$ cat src/ipv4_header_check_macros.svh
// ----------------------------------------------------------------------------
// ipv4_header_check assertion macros
// Clocked property shorthands shared by the IPv4 header checker modules.
// ----------------------------------------------------------------------------
`ifndef IPV4_HEADER_CHECK_MACROS_SVH
`define IPV4_HEADER_CHECK_MACROS_SVH

// same-cycle implication, disabled during reset
`define IHC_ASSERT_NOW(lbl, clk, rst_n, ante, cons, msg) \
    lbl: assert property (@(posedge clk) disable iff (!rst_n) (ante) |-> (cons)) \
        else $error(msg);

// next-cycle implication, disabled during reset
`define IHC_ASSERT_NEXT(lbl, clk, rst_n, ante, cons, msg) \
    lbl: assert property (@(posedge clk) disable iff (!rst_n) (ante) |=> (cons)) \
        else $error(msg);

`endif

$ cat src/ihc_pkg.sv
`timescale 1ns / 1ps
// ----------------------------------------------------------------------------
// ihc_pkg
// Constants, codes and types of the IPv4 header checker.
// ----------------------------------------------------------------------------
package ihc_pkg;

    localparam int HEADER_WORDS = 10;
    localparam int WORD_POS_W   = $clog2(HEADER_WORDS);

    localparam logic [WORD_POS_W-1:0] VERSION_WORD  = WORD_POS_W'(0);
    localparam logic [WORD_POS_W-1:0] TTL_WORD      = WORD_POS_W'(4);
    localparam logic [WORD_POS_W-1:0] CHECKSUM_WORD = WORD_POS_W'(5);
    localparam logic [WORD_POS_W-1:0] SRC_HI_WORD   = WORD_POS_W'(6);
    localparam logic [WORD_POS_W-1:0] SRC_LO_WORD   = WORD_POS_W'(7);
    localparam logic [WORD_POS_W-1:0] DST_HI_WORD   = WORD_POS_W'(8);
    localparam logic [WORD_POS_W-1:0] DST_LO_WORD   = WORD_POS_W'(9);
    localparam logic [WORD_POS_W-1:0] LAST_WORD     = WORD_POS_W'(HEADER_WORDS - 1);

    localparam logic [15:0] SUM_INIT = 16'hffff;

    localparam logic [7:0] PROTO_ICMP = 8'd1;
    localparam logic [7:0] PROTO_UDP  = 8'd17;

    localparam logic [1:0] STATUS_OK      = 2'd0;
    localparam logic [1:0] STATUS_BAD_VER = 2'd1;
    localparam logic [1:0] STATUS_BAD_CKS = 2'd2;

    localparam logic [1:0] CLASS_ICMP  = 2'd0;
    localparam logic [1:0] CLASS_UDP   = 2'd1;
    localparam logic [1:0] CLASS_OTHER = 2'd2;

    localparam int          CFG_ADDR_W   = 3;
    localparam int          CFG_DATA_W   = 32;
    localparam logic        REG_EXP_VL   = 1'b0;
    localparam logic [7:0]  EXP_VL_RESET = 8'h45;

    typedef struct packed {
        logic [1:0]  status;
        logic [1:0]  protocol_class;
        logic [7:0]  time_to_live;
        logic [31:0] source_address;
        logic [31:0] destination_address;
    } result_t;

endpackage

$ cat src/ihc_apb_regs.sv
`timescale 1ns / 1ps
// ----------------------------------------------------------------------------
// ihc_apb_regs
// APB register file holding the expected version/length byte.
// ----------------------------------------------------------------------------
module ihc_apb_regs
(
    input  logic                           clk,
    input  logic                           rst_n,
    input  logic                           psel,
    input  logic                           penable,
    input  logic                           pwrite,
    input  logic [ihc_pkg::CFG_ADDR_W-1:0] paddr,
    input  logic [ihc_pkg::CFG_DATA_W-1:0] pwdata,
    output logic [ihc_pkg::CFG_DATA_W-1:0] prdata,
    output logic                           pready,
    output logic [7:0]                     expected_version_length
);

    logic [7:0] exp_vl_reg;
    logic [7:0] exp_vl_next;
    logic       wr_en;
    logic       sel_exp_vl;

    assign pready     = 1'b1;
    assign sel_exp_vl = paddr[ihc_pkg::CFG_ADDR_W-1] == ihc_pkg::REG_EXP_VL;
    assign wr_en      = psel && penable && pwrite && pready;

    always_comb
    begin
        exp_vl_next = exp_vl_reg;
        if (wr_en && sel_exp_vl)
        begin
            exp_vl_next = pwdata[7:0];
        end
    end

    always_ff @(posedge clk or negedge rst_n)
    begin
        if (!rst_n)
        begin
            exp_vl_reg <= ihc_pkg::EXP_VL_RESET;
        end
        else
        begin
            exp_vl_reg <= exp_vl_next;
        end
    end

    assign prdata = sel_exp_vl ? {(ihc_pkg::CFG_DATA_W - 8)'(0), exp_vl_reg} : '0;
    assign expected_version_length = exp_vl_reg;

endmodule

$ cat src/ihc_core.sv
`timescale 1ns / 1ps
// ----------------------------------------------------------------------------
// ihc_core
// Input register, per-header state and checksum fold; emits one result per
// completed header.
// ----------------------------------------------------------------------------
`include "ipv4_header_check_macros.svh"

module ihc_core
(
    input  logic                   clk,
    input  logic                   rst_n,
    input  logic [15:0]            header_word,
    input  logic                   start_of_header,
    input  logic                   in_valid,
    output logic                   in_ready,
    input  logic [7:0]             expected_version_length,
    output logic                   res_valid,
    input  logic                   res_ready,
    output ihc_pkg::result_t       result
);

    logic                          in_vld_reg;
    logic                          in_vld_next;
    logic [15:0]                   word_reg;
    logic                          start_reg;

    logic [ihc_pkg::WORD_POS_W-1:0] pos_reg;
    logic [ihc_pkg::WORD_POS_W-1:0] pos_next;
    logic [15:0]                   sum_reg;
    logic [15:0]                   sum_next;
    logic [15:0]                   cks_reg;
    logic [15:0]                   cks_next;
    logic                          vbad_reg;
    logic                          vbad_next;
    logic [7:0]                    ttl_reg;
    logic [7:0]                    ttl_next;
    logic [7:0]                    proto_reg;
    logic [7:0]                    proto_next;
    logic [31:0]                   src_reg;
    logic [31:0]                   src_next;
    logic [15:0]                   dst_hi_reg;
    logic [15:0]                   dst_hi_next;
    logic [15:0]                   dst_lo_reg;
    logic [15:0]                   dst_lo_next;

    logic [ihc_pkg::WORD_POS_W-1:0] idx;
    logic                          active;
    logic                          last;
    logic                          fire;
    logic                          advance;
    logic                          upd;
    logic [15:0]                   sum_base;
    logic [16:0]                   sum_add;
    logic [15:0]                   sum_fold;

    assign idx      = start_reg ? ihc_pkg::VERSION_WORD : pos_reg;
    assign active   = in_vld_reg && (start_reg || (pos_reg != ihc_pkg::VERSION_WORD));
    assign last     = idx == ihc_pkg::LAST_WORD;
    assign fire     = active && last;
    assign advance  = in_vld_reg && (!fire || res_ready);
    assign upd      = advance && active;
    assign in_ready = !in_vld_reg || advance;

    assign sum_base = start_reg ? ihc_pkg::SUM_INIT : sum_reg;
    assign sum_add  = {1'b0, sum_base} + {1'b0, word_reg};
    assign sum_fold = sum_add[16] ? (sum_add[15:0] + 16'd1) : sum_add[15:0];

    always_comb
    begin
        in_vld_next = in_vld_reg;
        if (in_ready)
        begin
            in_vld_next = in_valid;
        end
    end

    always_comb
    begin
        pos_next    = pos_reg;
        sum_next    = (idx == ihc_pkg::CHECKSUM_WORD) ? sum_base : sum_fold;
        cks_next    = (idx == ihc_pkg::CHECKSUM_WORD) ? word_reg : cks_reg;
        vbad_next   = (idx == ihc_pkg::VERSION_WORD)
                    ? (word_reg[15:8] != expected_version_length) : vbad_reg;
        ttl_next    = (idx == ihc_pkg::TTL_WORD) ? word_reg[15:8] : ttl_reg;
        proto_next  = (idx == ihc_pkg::TTL_WORD) ? word_reg[7:0] : proto_reg;
        src_next    = src_reg;
        dst_hi_next = (idx == ihc_pkg::DST_HI_WORD) ? word_reg : dst_hi_reg;
        dst_lo_next = (idx == ihc_pkg::DST_LO_WORD) ? word_reg : dst_lo_reg;
        if (idx == ihc_pkg::SRC_HI_WORD)
        begin
            src_next[31:16] = word_reg;
        end
        if (idx == ihc_pkg::SRC_LO_WORD)
        begin
            src_next[15:0] = word_reg;
        end
        if (upd)
        begin
            pos_next = last ? ihc_pkg::VERSION_WORD
                            : idx + ihc_pkg::WORD_POS_W'(1);
        end
    end

    always_comb
    begin
        if (vbad_next)
        begin
            result.status = ihc_pkg::STATUS_BAD_VER;
        end
        else if (~sum_next != cks_next)
        begin
            result.status = ihc_pkg::STATUS_BAD_CKS;
        end
        else
        begin
            result.status = ihc_pkg::STATUS_OK;
        end
        case (proto_next)
            ihc_pkg::PROTO_ICMP: result.protocol_class = ihc_pkg::CLASS_ICMP;
            ihc_pkg::PROTO_UDP:  result.protocol_class = ihc_pkg::CLASS_UDP;
            default:             result.protocol_class = ihc_pkg::CLASS_OTHER;
        endcase
        result.time_to_live        = ttl_next;
        result.source_address      = src_next;
        result.destination_address = {dst_hi_next, dst_lo_next};
    end

    assign res_valid = fire && res_ready;

    always_ff @(posedge clk or negedge rst_n)
    begin
        if (!rst_n)
        begin
            in_vld_reg <= 1'b0;
            pos_reg    <= ihc_pkg::VERSION_WORD;
        end
        else
        begin
            in_vld_reg <= in_vld_next;
            pos_reg    <= pos_next;
        end
    end

    always_ff @(posedge clk)
    begin
        if (in_ready && in_valid)
        begin
            word_reg  <= header_word;
            start_reg <= start_of_header;
        end
        if (upd)
        begin
            sum_reg    <= sum_next;
            cks_reg    <= cks_next;
            vbad_reg   <= vbad_next;
            ttl_reg    <= ttl_next;
            proto_reg  <= proto_next;
            src_reg    <= src_next;
            dst_hi_reg <= dst_hi_next;
            dst_lo_reg <= dst_lo_next;
        end
    end

    `IHC_ASSERT_NOW(a_pos_range, clk, rst_n, 1'b1, pos_reg <= ihc_pkg::LAST_WORD,
        "word position out of range")
    `IHC_ASSERT_NOW(a_res_slot, clk, rst_n, res_valid, res_ready && upd,
        "result issued without a free slot")
    `IHC_ASSERT_NEXT(a_pos_step, clk, rst_n, upd && !last,
        pos_reg == $past(idx) + ihc_pkg::WORD_POS_W'(1), "word position did not advance")

endmodule

$ cat src/ipv4_header_check.sv
`timescale 1ns / 1ps
// ----------------------------------------------------------------------------
// ipv4_header_check
// IPv4 header checker: version byte, ones' complement checksum, protocol
// class, TTL and addresses, one result per header.
// ----------------------------------------------------------------------------
//  channel  signals                               moves
//  in       in_valid / in_ready                   one header word transaction
//  out      out_valid / out_ready                 one header result transaction
//  cfg      psel penable pwrite paddr pwdata      expected version/length byte
//
//  One header word per cycle while each finished result can issue; after
//  its last word is taken, the result of a header passes the input
//  register, then the output register, before it is presented.
//  Reset clears the valid flags and the word position, and sets the config register to 0x45.
//  A held result stalls input only when the next result is ready to issue.
// ----------------------------------------------------------------------------
`include "ipv4_header_check_macros.svh"

module ipv4_header_check
(
    input  logic                           clk,
    input  logic                           rst_n,
    input  logic [15:0]                    header_word,
    input  logic                           start_of_header,
    input  logic                           in_valid,
    output logic                           in_ready,
    output logic [1:0]                     status,
    output logic [1:0]                     protocol_class,
    output logic [7:0]                     time_to_live,
    output logic [31:0]                    source_address,
    output logic [31:0]                    destination_address,
    output logic                           out_valid,
    input  logic                           out_ready,
    input  logic                           psel,
    input  logic                           penable,
    input  logic                           pwrite,
    input  logic [ihc_pkg::CFG_ADDR_W-1:0] paddr,
    input  logic [ihc_pkg::CFG_DATA_W-1:0] pwdata,
    output logic [ihc_pkg::CFG_DATA_W-1:0] prdata,
    output logic                           pready
);

    logic [7:0]        exp_vl;
    logic              res_valid;
    logic              res_ready;
    ihc_pkg::result_t  res;
    ihc_pkg::result_t  out_reg;
    logic              out_vld_reg;
    logic              out_vld_next;

    ihc_apb_regs u_regs
    (
        .clk                     (clk),
        .rst_n                   (rst_n),
        .psel                    (psel),
        .penable                 (penable),
        .pwrite                  (pwrite),
        .paddr                   (paddr),
        .pwdata                  (pwdata),
        .prdata                  (prdata),
        .pready                  (pready),
        .expected_version_length (exp_vl)
    );

    assign res_ready = !out_vld_reg || out_ready;

    ihc_core u_core
    (
        .clk                     (clk),
        .rst_n                   (rst_n),
        .header_word             (header_word),
        .start_of_header         (start_of_header),
        .in_valid                (in_valid),
        .in_ready                (in_ready),
        .expected_version_length (exp_vl),
        .res_valid               (res_valid),
        .res_ready               (res_ready),
        .result                  (res)
    );

    always_comb
    begin
        out_vld_next = out_vld_reg;
        if (res_valid)
        begin
            out_vld_next = 1'b1;
        end
        else if (out_ready)
        begin
            out_vld_next = 1'b0;
        end
    end

    always_ff @(posedge clk or negedge rst_n)
    begin
        if (!rst_n)
        begin
            out_vld_reg <= 1'b0;
        end
        else
        begin
            out_vld_reg <= out_vld_next;
        end
    end

    always_ff @(posedge clk)
    begin
        if (res_valid)
        begin
            out_reg <= res;
        end
    end

    assign out_valid           = out_vld_reg;
    assign status              = out_reg.status;
    assign protocol_class      = out_reg.protocol_class;
    assign time_to_live        = out_reg.time_to_live;
    assign source_address      = out_reg.source_address;
    assign destination_address = out_reg.destination_address;

    `IHC_ASSERT_NOW(a_status_code, clk, rst_n, out_valid,
        status == ihc_pkg::STATUS_OK || status == ihc_pkg::STATUS_BAD_VER
        || status == ihc_pkg::STATUS_BAD_CKS, "illegal status code")
    `IHC_ASSERT_NEXT(a_res_loaded, clk, rst_n, res_valid, out_valid,
        "issued result not presented")
    `IHC_ASSERT_NEXT(a_out_hold, clk, rst_n, out_valid && !out_ready,
        out_valid && $stable(out_reg), "held result changed before acceptance")

endmodule
$ cat config.mk
export PLATFORM = sky130hd
export DESIGN_NAME = ipv4_header_check
export DESIGN_NICKNAME = d
export VERILOG_FILES = /design/src/ihc_pkg.sv /design/src/ihc_apb_regs.sv /design/src/ihc_core.sv /design/src/ipv4_header_check.sv
export VERILOG_INCLUDE_DIRS = /design/src /design/src/src
export SDC_FILE = /design/constraint.sdc
export NUM_CORES = 1
export LEC_CHECK = 0
export BUFFER_PORTS_ARGS = -buffer_cell sky130_fd_sc_hd__buf_2
export CAP_MARGIN = 40
export CORE_MARGIN = 2
export CORE_UTILIZATION = 45
export CTS_CLUSTER_SIZE = 40
export DETAILED_ROUTE_END_ITERATION = 10
export PLACE_DENSITY = 0.63
export SKIP_CTS_REPAIR_TIMING = 1
export SLEW_MARGIN = 10
export SYNTH_ARGS = -nofsm -noshare
export SYNTH_HDL_FRONTEND = slang
export SYNTH_SLANG_ARGS = --single-unit
$ cat constraint.sdc
create_clock -name clk -period 11.7 [get_ports clk]
set_clock_uncertainty 0.15 [all_clocks]
set_input_delay 1.17 -clock clk [delete_from_list [all_inputs] [get_ports clk]]
set_output_delay 1.17 -clock clk [all_outputs]
set_load 0.02 [all_outputs]
# After elaboration in Yosys (flattened, before gate mapping)
# Index checks and enable logic that the tools add are counted.
[word_totals]
regBits = 220
input_bits = 59
output_inout_bits = 111
elab_cells = 71
[classes]
add_sub_neg = 3
eq_ne = 10
mux = 18
bitwise = 2
n_reduce_logical = 19
[op_table]
columns = ["op", "count"]
rows = [
  ["16-bit 2-to-1 mux", 8],
  ["8-bit 2-to-1 mux", 3],
  ["16-bit by 16-bit adder with 17-bit output", 1],
  ["16-bit by 1-bit adder with 16-bit output (second input constant)", 1],
  ["4-bit by 3-bit == test with 1-bit output (second input constant)", 4],
  ["16-bit != test", 1],
  ["16-bit inverter", 1],
  ["1-bit logical AND", 9],
  ["4-bit == test (second input constant)", 2],
  ["8-bit by 1-bit == test with 1-bit output (second input constant)", 1],
  ["8-bit by 5-bit == test with 1-bit output (second input constant)", 1],
  ["4-bit 2-to-1 mux", 2],
  ["8-bit != test", 1],
  ["4-bit by 1-bit adder with 4-bit output (second input constant)", 1],
  ["4-bit zero test", 1],
  ["1-bit logical OR", 4],
  ["2-bit case mux with 2 select lines", 1],
  ["4-bit nonzero test", 1],
  ["1-bit zero test", 3],
  ["1-bit 2-to-1 mux", 3],
  ["2-bit 2-to-1 mux", 1],
  ["2-bit nonzero test", 1],
  ["1-bit inverter", 1],
]

# Depth between registers and ports, before layout
[depth]
ltp_word = 9
depth_mapped = 18
depth_no_buf = 16

# Cells and area by module
# From an unflattened synthesis, not the netlist that was laid out.
[unflattened]
hier_cells = 867
hier_area_um2 = 11136.9
[modules_own_cells]
columns = ["module", "n_inst", "cells_per_inst", "area_per_inst_um2", "seq_area_each_um2"]
rows = [
  ["ihc_core", 1, 736, 8224.1, 4028.9],
  ["ipv4_header_check", 1, 79, 2329.7, 2307.2],
  ["ihc_apb_regs", 1, 52, 583.1, 203.9],
]

# Least setup slack after synthesis
# OpenSTA, ideal clock, no wires.
[synth_path]
path_kind = "input to register"
from = "in out_ready"
to = "reg u_core.pos_reg[1] in the netlist's numbering"
setup_ns = 0.153
arrival_time_ns = 10.614
required_ns = 11.397
slack_ns = 0.784
path_stages = 5
n_path_buf = 0
path_cell_list = "nand2b_1 > nor2_1 > a211oi_1 > a31oi_1 > o22ai_1"
[synth_via]
elab_chain_len = 4
[synth_rtl]
columns = ["element", "line", "rtl"]
rows = [
  ["from (decl)", "ipv4_header_check.sv:34", "input logic out_ready,"],
  ["1-bit logical OR", "ipv4_header_check.sv:66", "assign res_ready = !out_vld_reg || out_ready;"],
  ["1-bit logical OR", "ihc_core.sv:61", "assign advance = in_vld_reg && (!fire || res_ready);"],
  ["1-bit logical AND", "ihc_core.sv:61", ""],
  ["1-bit logical AND", "ihc_core.sv:62", "assign upd = advance && active;"],
  ["net u_core.upd", "ihc_core.sv:52", "logic upd;"],
  ["to (signal assigned)", "ihc_core.sv:136", "pos_reg <= ihc_pkg::VERSION_WORD;"],
  ["to (signal assigned)", "ihc_core.sv:141", "pos_reg <= pos_next;"],
  ["to (decl)", "ihc_core.sv:28", "logic [ihc_pkg::WORD_POS_W-1:0] pos_reg;"],
]
# The timed path passes the listed nets, and every way through them passes these cells.
# A chain may end at the register's enable or synchronous reset.

# Final worst setup path
[layout_path]
from = "reg u_core.start_reg"
to = "reg out_reg (netlist bit status[1]) (data pin)"
[layout_via]
elab_chain_len = 8
elab_cells_between_ends = 13
cone_classes = "add/sub (2); eq/ne (2); mux (7); bitwise (1); reduce/logical (1)"
[layout_rtl]
columns = ["element", "line", "rtl"]
rows = [
  ["from (decl)", "ihc_core.sv:26", "logic start_reg;"],
  ["from (signal assigned)", "ihc_core.sv:150", "start_reg <= start_of_header;"],
  ["16-bit 2-to-1 mux", "ihc_core.sv:65", "assign sum_base = start_reg ? ihc_pkg::SUM_INIT : sum_reg;"],
  ["16-bit by 16-bit adder with 17-bit output", "ihc_core.sv:66", "assign sum_add = {1'b0, sum_base} + {1'b0, word_reg};"],
  ["16-bit by 1-bit adder with 16-bit output", "ihc_core.sv:67", "assign sum_fold = sum_add[16] ? (sum_add[15:0] + 16'd1) : sum_add[15:0];"],
  ["16-bit 2-to-1 mux", "ihc_core.sv:67", ""],
  ["16-bit 2-to-1 mux", "ihc_core.sv:81", "sum_next = (idx == ihc_pkg::CHECKSUM_WORD) ? sum_base : sum_fold;"],
  ["16-bit inverter", "ihc_core.sv:111", "else if (~sum_next != cks_next)"],
  ["16-bit != test", "ihc_core.sv:111", ""],
  ["2-bit 2-to-1 mux", "ihc_core.sv:111", ""],
  ["to (signal assigned)", "ipv4_header_check.sv:111", "out_reg <= res;"],
  ["to (decl)", "ipv4_header_check.sv:48", "ihc_pkg::result_t out_reg;"],
]
# Parallel ways exist; a longest one is shown, timed or not.

==> results.cfg <==
[floorplan]
die_height_um = 159.5
die_width_um = 159.5
num_rows = 56
die_area_sq_mm = 0.02544
core_area_sq_mm = 0.02361
ios = 170
initial_utilization_pct = 46.08

[timing]
worst_pin_slew_ns = 0.8171
rsz0062_at_grt = no
fin_ws_ns = 6.811
max_slew_margin_pct = 45.52
post-route-period-util_pct = 41.79
finalSetupViolCount = 0
tns_ns = 0
timing.final.crit_period_ns = 4.889
drv_slew = 0
hold_viol = 0
max_freq_ghz = 0.2045
whs_ns = 0.3458

[global_route]
grt_max_degree = 69
grt_pass1_wl_mm = 36.65
grt_pass1_vias = 6492
grtUsageTotal_pct = 18.09
grt_overflow = 0
grt_antenna_before_repair = 0

[critical_path]
crit_buf_inv = 2
slowest_delay_ns = 0.61
reg2reg_from = u_core.start_reg$_DFFE_PP_
crit_type = reg -> reg
critPathCaptureType = flip-flop
cpMostUsedCell = a21oi_1
cp_max_fo = 33
r2r_end = status[1]$_SDFFCE_PP0P_
start_kind = flip-flop
worstPathRequired_ns = 11.80
critPathArrivalTime_ns = 4.99
path_cells = buf_4, nor2_1, inv_1, ha_1, a21oi_1, o21ai_1, a21oi_1, nand2_1, mux2i_1, o22ai_1, nor4_1, nand4_1, nor4b_1, a31oi_1
cp_slowest_cell = a21oi_1
crit_family = simple AND/OR/NAND/NOR gates
r2r_cells = 14
reg2reg_slack_ns = 6.81

[pwr]
power.density_mw_per_mm2 = 198.4
leakagePower_nw = 4.669
peakVddDrop_mv = 0.1630
total_power_mw = 2.493

[synth]
yosys_warnings = 0
netlist_area_sq_mm = 0.01088
avgSynthCellArea_sq_um = 13.09
yosysSeqAreaShare_pct = 60.10
synth_ff_type = edfxtp_1
async_flop_share_pct = 6.364
synth_edf_count = 206
synth_cells = 831
ys_types = 74
synth-seq-cells = 220

[final_layout]
drive_above_1_share_pct = 30.26
fin_util_pct = 53.21
area_delta_synth_final_pct = 15.45
diodes = 0
final_common_cell = edfxtp_1
fillers = 2029
finalNetCount = 1027
mostFrequentLayoutCells = edfxtp_1, buf_2, mux2_2, nand2_1, nor2_1

[detailed_routing]
drc = 0
postRouteAntennaNets = 0
vias = 6878
vias_per_cell = 5.357
routedWlPerCell_um = 18.43
drtIter0Drc = 437
finalWirelength_mm = 23.66
dr.pass1.iters = 5

[place]
gp_congestion = 0.8814
place_hpwl_mm = 15.71
dp_slack_ns = 6.884
port-buffer-count = 118

[cts]
clkSlewWorstSetupHoldPaths_ns = 0.06
numCtsBuffers = 24
clock_tree.buffer_depth = 3
htreeDepth = 1
cts_tree = built
clock-sinks = 220
clockRootBuffer = clkbuf_16
clk_latency_ns = 0.53

[worst_hold_path]
hold_class = reg -> reg
hold_start = u_core.in_vld_reg$_DFFE_PN0N_
min_delay_path_depth = 1
min_to = u_core.pos_reg[2]$_DFFE_PN0P_

[job]
max_cap_viol_count = 0

[run_status]
status = complete, no violations
cells in the mapped netlist, drive strengths merged (3+ instances only):
cell    number  area, sq um
dfstp        3        78.83
ha          20        250.2
and4         4        37.54
nor4         4        25.02
nand4b       4        35.03
and2         6        37.54
inv         17        63.81
or2         15        93.84
nand2       71        269.0
a221oi       3        32.53
nand4        8        50.05
nand3       15        75.07
xor2        14        122.6
a21oi       41        212.7
a211o        3        27.53
a32oi        3        26.28
a21o         9        67.56
clkbuf      28        105.1
mux2        88        991.0
nor2b       16        100.1
mux2i       15        150.1
nand2b       5        31.28
buf         35        234.0
nand3b       5        37.54
xnor2       29        276.5
nor2        41        153.9
nor3b        3        22.52
edfxtp     206         6186
dfrtp       11        275.3
o21ai       28        140.1
o21a         3        22.52
a31oi        9        56.30
and3         5        31.28
o211ai       3        36.28
o32ai        5        43.79
o22ai        6        37.54
a211oi       7        77.58
nor3        12        60.06
how the worst max path moves through the flow:
stage | from | end | slack [ns] | cells after the start
final | u_core.start_reg$_DFFE_PP_ | status[1]$_SDFFCE_PP0P_ | 6.81 | 14
after global routing | u_core.start_reg$_DFFE_PP_ | status[1]$_SDFFCE_PP0P_ | 6.54 | 14
after CTS | u_core.start_reg$_DFFE_PP_ | status[1]$_SDFFCE_PP0P_ | 6.84 | 15
after detailed placement | u_core.start_reg$_DFFE_PP_ | status[1]$_SDFFCE_PP0P_ | 6.88 | 15
after global placement | u_core.start_reg$_DFFE_PP_ | status[1]$_SDFFCE_PP0P_ | 6.91 | 14
after floorplan | out_ready | u_core.pos_reg[1]$_DFFE_PN0P_ | 0.78 | 5
cells by family after synthesis:
family          after synthesis  synth area share (%)
simple gates                226                 10.80
xor+xnor                     43                 3.668
mux                         103                 10.49
buf+inv                      80                 3.702
flops                       220                 60.10
compound gates              136                 8.693
fa+ha+maj                    21                 2.484
other cells                   2               0.06902
metrics by stage:
step	std cells	cell area, sq um
after floorplan	854	10970
after global placement	1236	11700
after detailed placement	1239	11750
after CTS	1283	12540
after global routing	1284	12560
final	1284	12560
report_power, final:
group | internal, mW | switching [mW]
clock | 0.446 | 0.308
sequential | 1.01 | 0.0606
combinational | 0.272 | 0.393
total | 1.73 | 0.762
metal layers:
layer | up-vias | GRT usage (%) | part of all wire (%)
li1 | 3313 | - | -
met1 | 3327 | 25.77 | 47
met2 | 198 | 28.81 | 46
met3 | 40 | 3.152 | 5.0
met4 | 0 | 4.711 | 2.2
met5 | - | 0 | 0
worst reg2reg max path, delay by kind of cell (launching register included):
| kind | cells | cell delay (ns) |
|---|---|---|
| simple gates | 5 | 1.72 |
| compound gates | 5 | 1.27 |
| fa+ha+maj | 1 | 0.42 |
| flops | 1 | 0.36 |
| buf+inv | 2 | 0.36 |
| mux | 1 | 0.33 |
layout make-up:
type	count	area [sq um]	area share [%]
flip-flops and latches	220	6540	52.06
inverters	17	63.81	0.5079
repair buffers	130	723.2	5.756
well taps	319	399.1	3.177
multi-input cells	554	4050	32.24
clock buffers	30	623.1	4.960
clock inverters	14	163.9	1.305
Power figures use the tool's default switching activity.
